<file path="src/cal_pkg.sv">
package cal_pkg;

	typedef enum logic [3:0] {
		OP_INSERT  = 4'd0,
		OP_REMOVE  = 4'd1,
		OP_REPLACE = 4'd2,
		OP_CLEAR   = 4'd3,
		OP_BEGIN   = 4'd4,
		OP_END     = 4'd5,
		OP_NEXT    = 4'd6,
		OP_PRIOR   = 4'd7,
		OP_READ    = 4'd8,
		OP_FIND    = 4'd9,
		OP_MOVE    = 4'd10
	} opcode_t;

	localparam logic [1:0] ST_OK    = 2'd0;
	localparam logic [1:0] ST_FULL  = 2'd1;
	localparam logic [1:0] ST_EMPTY = 2'd2;

	typedef struct packed {
		logic [3:0] opcode;
		logic [7:0] data_value;
		logic [3:0] target_position;
	} req_t;

	typedef struct packed {
		logic [7:0] read_data;
		logic       success;
		logic [1:0] status;
		logic [4:0] item_count_out;
		logic [3:0] cursor_out;
		logic       cursor_valid_out;
		logic       is_empty;
		logic       is_full;
	} rsp_t;

	typedef enum logic [3:0] {
		S_IDLE,
		S_EXEC,
		S_MVRD,
		S_MVCAP,
		S_SHIFT,
		S_UPSET,
		S_PUT,
		S_FIND,
		S_FETCH,
		S_RESP
	} state_t;

endpackage

</file>
<file path="src/cursor_array_list_unit.sv">
// Cursor array list: an ordered list of byte items in a CAPACITY-entry store
// with a cursor marking one item.
// Request channel (req_valid/req_ready, payload req) carries one operation;
// response channel (rsp_valid/rsp_ready, payload rsp) returns one result per
// request, showing the list and cursor after the operation.
// One request is worked at a time; req_ready is high only while idle.
// The store is a single-port-read, single-port-write memory walked by one
// address sequencer, one entry per cycle, so the time a request takes depends
// on the operation and the number of entries that must move.
// The next request is taken in the cycle after a result is registered.
// The result sits in an output register; if the receiver stalls, the block
// holds the finished result and waits before returning to idle.
// Reset empties the list and invalidates the cursor; store contents are
// left as they are and never reach a response before being written.
module cursor_array_list_unit
	import cal_pkg::*;
#(
	parameter int CAPACITY = 16
) (
	input  logic clk,
	input  logic arst_n,
	input  logic req_valid,
	output logic req_ready,
	input  req_t req,
	output logic rsp_valid,
	input  logic rsp_ready,
	output rsp_t rsp
);

	localparam int IW = (CAPACITY > 1) ? $clog2(CAPACITY) : 1;
	localparam int CW = $clog2(CAPACITY + 1);
	localparam int TW = (CW > 4) ? CW : 4;

	logic [7:0] mem [CAPACITY];
	logic [7:0] rdata_q;

	state_t state_q, state_d;
	req_t   req_q;
	logic [CW-1:0] count_q;
	logic [IW-1:0] cur_q;
	logic          curv_q;
	logic          succ_q;
	logic [1:0]    stat_q;
	logic [7:0]    moved_q;
	logic [IW-1:0] rptr_q, rend_q, waddr_q;
	logic          rmore_q, pend_q, dir_up_q;
	rsp_t          rsp_q;
	logic          rsp_valid_q;

	logic          mem_we;
	logic [IW-1:0] mem_waddr, mem_raddr;
	logic [7:0]    mem_wdata;
	logic          full_c, empty_c, at_last_c, match_c, slot_free_c;
	logic [CW-1:0] last_c;
	logic [TW-1:0] tgt_ext_c, last_ext_c;
	logic [IW-1:0] tgt_clamp_c;
	opcode_t       op_c;

	assign op_c        = opcode_t'(req_q.opcode);
	assign full_c      = (count_q == CW'(CAPACITY));
	assign empty_c     = (count_q == '0);
	assign last_c      = count_q - 1'b1;
	assign at_last_c   = (CW'(cur_q) == last_c);
	assign match_c     = pend_q && (rdata_q == req_q.data_value);
	assign slot_free_c = !rsp_valid_q || rsp_ready;
	assign tgt_ext_c   = TW'(req_q.target_position);
	assign last_ext_c  = TW'(last_c);
	assign tgt_clamp_c = (tgt_ext_c > last_ext_c) ? IW'(last_c) : IW'(req_q.target_position);

	// next state
	always_comb begin
		state_d = state_q;
		case (state_q)
			S_IDLE: begin
				if (req_valid) state_d = S_EXEC;
			end
			S_EXEC: begin
				state_d = S_FETCH;
				if (op_c == OP_INSERT) begin
					if (!full_c) state_d = S_SHIFT;
				end else if (op_c == OP_CLEAR) begin
					state_d = S_FETCH;
				end else if (!empty_c) begin
					case (op_c)
						OP_REMOVE:  state_d = S_SHIFT;
						OP_REPLACE: state_d = S_PUT;
						OP_FIND:    state_d = S_FIND;
						OP_MOVE:    state_d = S_MVRD;
						default:    state_d = S_FETCH;
					endcase
				end
			end
			S_MVRD:  state_d = S_MVCAP;
			S_MVCAP: state_d = S_SHIFT;
			S_SHIFT: begin
				if (!rmore_q) begin
					if (op_c == OP_REMOVE)
						state_d = S_FETCH;
					else if (op_c == OP_MOVE && !dir_up_q)
						state_d = S_UPSET;
					else
						state_d = S_PUT;
				end
			end
			S_UPSET: state_d = S_SHIFT;
			S_PUT:   state_d = S_FETCH;
			S_FIND: begin
				if (match_c || !rmore_q) state_d = S_FETCH;
			end
			S_FETCH: state_d = S_RESP;
			S_RESP: begin
				if (slot_free_c) state_d = S_IDLE;
			end
			default: state_d = S_IDLE;
		endcase
	end

	// memory port control
	always_comb begin
		req_ready = (state_q == S_IDLE);
		mem_we    = 1'b0;
		mem_waddr = cur_q;
		mem_wdata = req_q.data_value;
		mem_raddr = cur_q;
		case (state_q)
			S_SHIFT: begin
				mem_we    = pend_q;
				mem_waddr = waddr_q;
				mem_wdata = rdata_q;
				mem_raddr = rptr_q;
			end
			S_FIND: mem_raddr = rptr_q;
			S_PUT: begin
				mem_we = 1'b1;
				if (op_c == OP_MOVE) mem_wdata = moved_q;
			end
			default: mem_raddr = cur_q;
		endcase
	end

	always_ff @(posedge clk) begin
		if (mem_we) mem[mem_waddr] <= mem_wdata;
		rdata_q <= mem[mem_raddr];
	end

	always_ff @(posedge clk or negedge arst_n) begin
		if (!arst_n) begin
			state_q     <= S_IDLE;
			count_q     <= '0;
			cur_q       <= '0;
			curv_q      <= 1'b0;
			rmore_q     <= 1'b0;
			pend_q      <= 1'b0;
			rsp_valid_q <= 1'b0;
		end else begin
			state_q <= state_d;
			if (state_q == S_RESP && slot_free_c)
				rsp_valid_q <= 1'b1;
			else if (rsp_ready)
				rsp_valid_q <= 1'b0;
			case (state_q)
				S_IDLE: begin
					if (req_valid) req_q <= req;
				end
				S_EXEC: begin
					succ_q <= 1'b0;
					stat_q <= ST_OK;
					pend_q <= 1'b0;
					if (op_c == OP_INSERT) begin
						if (full_c) begin
							stat_q <= ST_FULL;
						end else begin
							// shift up items from the slot after the cursor
							rptr_q   <= IW'(last_c);
							rend_q   <= curv_q ? IW'(cur_q + 1'b1) : '0;
							rmore_q  <= curv_q ? !at_last_c : !empty_c;
							dir_up_q <= 1'b1;
							cur_q    <= curv_q ? IW'(cur_q + 1'b1) : '0;
							curv_q   <= 1'b1;
							count_q  <= count_q + 1'b1;
						end
					end else if (op_c == OP_CLEAR) begin
						count_q <= '0;
						cur_q   <= '0;
						curv_q  <= 1'b0;
					end else if (empty_c && op_c inside {[OP_REMOVE:OP_MOVE]}) begin
						stat_q <= ST_EMPTY;
					end else begin
						case (op_c)
							OP_REMOVE: begin
								rptr_q   <= IW'(cur_q + 1'b1);
								rend_q   <= IW'(last_c);
								rmore_q  <= !at_last_c;
								dir_up_q <= 1'b0;
								count_q  <= last_c;
								if (last_c == '0) begin
									cur_q  <= '0;
									curv_q <= 1'b0;
								end else if (at_last_c) begin
									cur_q <= '0;
								end
							end
							OP_BEGIN: cur_q <= '0;
							OP_END:   cur_q <= IW'(last_c);
							OP_NEXT: begin
								if (!at_last_c) begin
									cur_q  <= cur_q + 1'b1;
									succ_q <= 1'b1;
								end
							end
							OP_PRIOR: begin
								if (cur_q != '0) begin
									cur_q  <= cur_q - 1'b1;
									succ_q <= 1'b1;
								end
							end
							OP_FIND: begin
								rptr_q  <= cur_q;
								rend_q  <= IW'(last_c);
								rmore_q <= 1'b1;
							end
							default: ;
						endcase
					end
				end
				S_MVCAP: begin
					// lift the cursor item out, close the gap, then reopen at target
					moved_q  <= rdata_q;
					rptr_q   <= IW'(cur_q + 1'b1);
					rend_q   <= IW'(last_c);
					rmore_q  <= !at_last_c;
					pend_q   <= 1'b0;
					dir_up_q <= 1'b0;
					cur_q    <= tgt_clamp_c;
				end
				S_UPSET: begin
					rptr_q   <= IW'(count_q - 2'd2);
					rend_q   <= cur_q;
					rmore_q  <= (last_c != CW'(cur_q));
					pend_q   <= 1'b0;
					dir_up_q <= 1'b1;
				end
				S_SHIFT: begin
					if (rmore_q) begin
						pend_q  <= 1'b1;
						waddr_q <= dir_up_q ? IW'(rptr_q + 1'b1) : IW'(rptr_q - 1'b1);
						if (rptr_q == rend_q)
							rmore_q <= 1'b0;
						else
							rptr_q <= dir_up_q ? rptr_q - 1'b1 : rptr_q + 1'b1;
					end else begin
						pend_q <= 1'b0;
					end
				end
				S_FIND: begin
					if (match_c) begin
						cur_q  <= waddr_q;
						succ_q <= 1'b1;
					end else if (!rmore_q) begin
						cur_q <= IW'(last_c);
					end else begin
						pend_q  <= 1'b1;
						waddr_q <= rptr_q;
						if (rptr_q == rend_q)
							rmore_q <= 1'b0;
						else
							rptr_q <= rptr_q + 1'b1;
					end
				end
				S_RESP: begin
					if (slot_free_c) begin
						rsp_q.read_data        <= curv_q ? rdata_q : 8'd0;
						rsp_q.success          <= succ_q;
						rsp_q.status           <= stat_q;
						rsp_q.item_count_out   <= 5'(count_q);
						rsp_q.cursor_out       <= 4'(cur_q);
						rsp_q.cursor_valid_out <= curv_q;
						rsp_q.is_empty         <= empty_c;
						rsp_q.is_full          <= full_c;
					end
				end
				default: ;
			endcase
		end
	end

	assign rsp_valid = rsp_valid_q;
	assign rsp       = rsp_q;

endmodule

</file>
<file path="config.mk">
export PLATFORM = sky130hd
export DESIGN_NAME = cursor_array_list_unit
export DESIGN_NICKNAME = d
export VERILOG_FILES = /design/src/cal_pkg.sv /design/src/cursor_array_list_unit.sv
export SDC_FILE = /design/constraint.sdc
export NUM_CORES = 1
export LEC_CHECK = 0
export ABC_AREA = 1
export BUFFER_PORTS_ARGS = -buffer_cell sky130_fd_sc_hd__buf_2
export CORE_AREA = 2 2 222 136
export CTS_BUF_LIST = sky130_fd_sc_hd__clkbuf_2 sky130_fd_sc_hd__clkbuf_4 sky130_fd_sc_hd__clkbuf_8
export DETAILED_ROUTE_END_ITERATION = 7
export DIE_AREA = 0 0 224 138
export GPL_TIMING_DRIVEN = 0
export SLEW_MARGIN = 20
export SYNTH_ARGS = -nofsm -noshare
export SYNTH_HDL_FRONTEND = slang
export SYNTH_SLANG_ARGS = --single-unit
export TNS_END_PERCENT = 5
</file>
<file path="constraint.sdc">
create_clock -name clk -period 8.1 [get_ports clk]
set_input_delay 0.81 -clock clk [delete_from_list [all_inputs] [get_ports clk]]
set_output_delay 0.81 -clock clk [all_outputs]
set_load 0.005 [all_outputs]
</file>
==> results.yml <==
routing:
  top_layer_used: "met4"
  avgRoutedWirePerCell_microns: 20.0
  drt_iter0_drc: 1080
  wl_met3_microns: 4160
  drt-met1-wl_microns: 15800
  dr_wl_met2_microns: 11200
  drcViolationCount: 0
  vias: 8329
  viasPerCell: 5.29
  wl_microns: 31500
  drt_pass1_iterations: 5
  ant_nets: 0
power_and_ir_drop:
  p_leak_nw: 5.01
  peakVddDrop_v: 0.000112
  total_power_mw: 4.39
  power.density_mw_per_mm2: 359
sta:
  slew_headroom: 0.187
  finalSetupTns_ns: 0
  setup_ws_ns: 4.72
  period_share: 0.417
  fmax_mhz: 296
  tightest_slew_ns: 1.21
  fin_skew_ns: 0.0341
  slew_viol_final: 0
  post-route-min-period_ns: 3.38
  setup_viol: 0
  rsz0062_at_grt: "false"
  hold_viol_final: 0
layout:
  drive_gt1_frac: 0.144
  antenna_cells: 0
  layout.nets: 1197
  regArea_sq_mm: 0.00632
  utilization: 0.418
  area_growth_pct: 15.5
  fillers: 2798
  multi_input_area_sq_mm: 0.00348
setup_path:
  path_class: "flip-flop to flip-flop"
  slowest_stage: "dfrtp_1"
  critPathCaptureType: "flip-flop"
  rrSetupSlack_ns: 4.72
  reg2regPathDepth: 18
  worstPathCellList: "buf_2 > inv_1 > ha_1 > inv_1 > nand2_1 > nand2_1 > inv_1 > ha_1 > nand3_1 > nand3_1 > nand2_1 > nand2_1 > nand3_1 > nand2_1 > nand3_1 > nand3_1 > nand3_1 > nand2_1"
  required_ns: 8.53
  critical_path.max_stage_delay_ns: 0.42
  r2r-end: "cur_q[0]"
  reg2reg_from: "count_q[0]"
  cp-start-kind: "flip-flop"
  worstPathMaxFanout: 9
  cp.arrival_ns: 3.81
hold_path:
  min_path_type: "primary input to asynchronous set/reset pin"
placed_design:
  pre_cts_slack_ns: 4.90
  globalplace.congestion: 0.943
  post-dp-hpwl_microns: 24000
  io_buffer_count: 44
cts:
  post_cts_buffers: 0
  ctsLongestPathBuffers: 3
  cts.sink_count: 216
  numCtsBuffers: 37
  clock-root-buffer: "clkbuf_8"
  clk_latency_ns: 0.57
  htree_levels: 2
  postCtsHoldBufs: 0
  cts.clk_slew.worst_paths_ns: 0.07
  cts_resized: 0
  cts_tree: "built"
synthesis:
  synth_seq_area_share: 0.597
  synth_compound_area_frac: 0.109
  synth_edf_count: 191
  synth_top_family_by_area: "simple AND/OR/NAND/NOR gates"
  synthAdderAreaFrac: 0.0166
  syn-instance-count: 1068
  ys_ff_latch: 216
  yosys.area_share.simple: 0.188
  synth.distinct_cells: 44
  avgSynthCellArea_sq_um: 9.91
  yosys_warnings: 0
  async_flop_share: 0.0787
  synth-xor-area-share: 0.0116
  synthFlopType: "edfxtp_1"
  muxShareOfSynthArea: 0
  synth_area_sq_mm: 0.0106
  syn_nets: 1102
outcome:
  outcome: "complete, no violations"
floorplanning:
  fp.dieW_microns: 224
  die_area_sq_mm: 0.0309
  num_rows: 49
  die_h_microns: 138
  start_util: 0.362
  core_sq_mm: 0.0292
  pin_count: 45
global_route:
  grt_overflow: 0
  grtUsageTotal: 0.207
  grt_pass1_vias: 7713
  antenna_found_initial: 0
  grt_start_max_net_pins: 22
  grt_pass1_wl_microns: 47600
job:
  drv_cap: 0
[cells in the mapped netlist, types with 3 or more instances]
library cell | count | area share
a21oi_1 | 29 | 0.014
buf_2 | 15 | 0.0071
buf_6 | 8 | 0.0085
clkbuf_1 | 12 | 0.0043
clkinv_1 | 3 | 0.0011
dfrtp_1 | 17 | 0.040
dfxtp_1 | 8 | 0.015
edfxtp_1 | 191 | 0.54
ha_1 | 14 | 0.017
inv_1 | 150 | 0.053
inv_2 | 6 | 0.0021
nand2_1 | 226 | 0.080
nand2_2 | 6 | 0.0035
nand3_1 | 110 | 0.052
nand3b_1 | 17 | 0.012
nand4_1 | 11 | 0.0065
nor2_1 | 67 | 0.024
nor3_1 | 4 | 0.0019
o2111ai_1 | 3 | 0.0025
o211ai_1 | 66 | 0.047
o21ai_0 | 51 | 0.024
o221ai_1 | 10 | 0.0083
o22ai_1 | 4 | 0.0024
xnor2_1 | 9 | 0.0074
xor2_1 | 5 | 0.0041
[critical path: cells and delay by family, from the launching register on]
family                     cells  cell delay (ns)
and+or+nand+nor               12             1.26
adders and majority gates      2             0.66
DFF                            1             0.42
buffers and inverters          4             0.88
[cells in the final DEF (no fill, tap or decap), drive strengths merged, types with 2 or more instances in the layout]
cell type / n
ha: 14
edfxtp: 191
a21oi: 30
xor2: 5
dfrtp: 17
xnor2: 9
o22ai: 4
dfxtp: 8
o2111ai: 3
o21ai: 54
nand2: 234
nor2: 70
nand3b: 17
a211oi: 2
buf: 81
clkinv: 12
inv: 158
o221ai: 10
o211ai: 66
nor3: 4
nand4: 11
bufinv: 3
a22oi: 2
nand3: 112
a31oi: 2
clkbuf: 65
[registers in the layout (all words and copies together) (netlist names), 2 cells and up]
| name | cells |
|---|---|
| mem | 128 |
| rsp | 23 |
| op_c | 4 |
| count_q | 5 |
| req_q | 12 |
| rend_q | 4 |
| rptr_q | 4 |
| moved_q | 8 |
| stat_q | 2 |
| rdata_q | 8 |
| state_q | 4 |
| waddr_q | 4 |
| cur_q | 4 |
[routing by layer]
| layer | GRT usage | up-vias |
|---|---|---|
| li1 | - | 3897 |
| met1 | 0.343 | 3983 |
| met2 | 0.245 | 405 |
| met3 | 0.0759 | 44 |
| met4 | 0.0446 | 0 |
| met5 | 0 | - |
[through the flow]
stage               instances  hold WS [ns]  cell area [sq um]
finish                   1574         0.206              12200
global route             1574         0.241              12200
CTS                      1574         0.212              12200
detailed placement       1506         0.425              11400
global placement         1494         0.408              11300
floorplan                1068         0.400              10600
[kinds of logic after synthesis]
| group | after synthesis |
|---|---|
| xor gates and xnor gates | 14 |
| and+or+nand+nor | 450 |
| AOI/OAI and AO/OA | 178 |
| buffers and inverters | 196 |
| DFF | 216 |
| adders and majority gates | 14 |
[where the power goes]
part | internal (mW) | switching [mW]
combinational | 0.531 | 1.28
clock | 0.611 | 0.456
sequential | 1.41 | 0.0994
total | 2.56 | 1.84
[worst max-delay path by stage]
stage	end	cells after the start	slack, ns	from
floorplan	rsp[0]	2	5.14	arst_n
global placement	rsp[18]	3	3.29	arst_n
detailed placement	cur_q[0]	18	4.90	count_q[0]
CTS	cur_q[0]	18	4.87	count_q[0]
global route	cur_q[2]	18	4.52	count_q[0]
finish	cur_q[0]	18	4.72	count_q[0]
[area by class of cell]
| cell class | count | area share |
|---|---|---|
| plain buffers | 37 | 0.0184 |
| repair buffers | 56 | 0.0272 |
| clock inverters | 15 | 0.0125 |
| flip-flops and latches | 216 | 0.517 |
| inverters | 159 | 0.0488 |
| clock buffers | 53 | 0.0525 |
| well taps | 382 | 0.0391 |
| multi-input cells | 656 | 0.284 |
(Power assumes the default switching activity.)
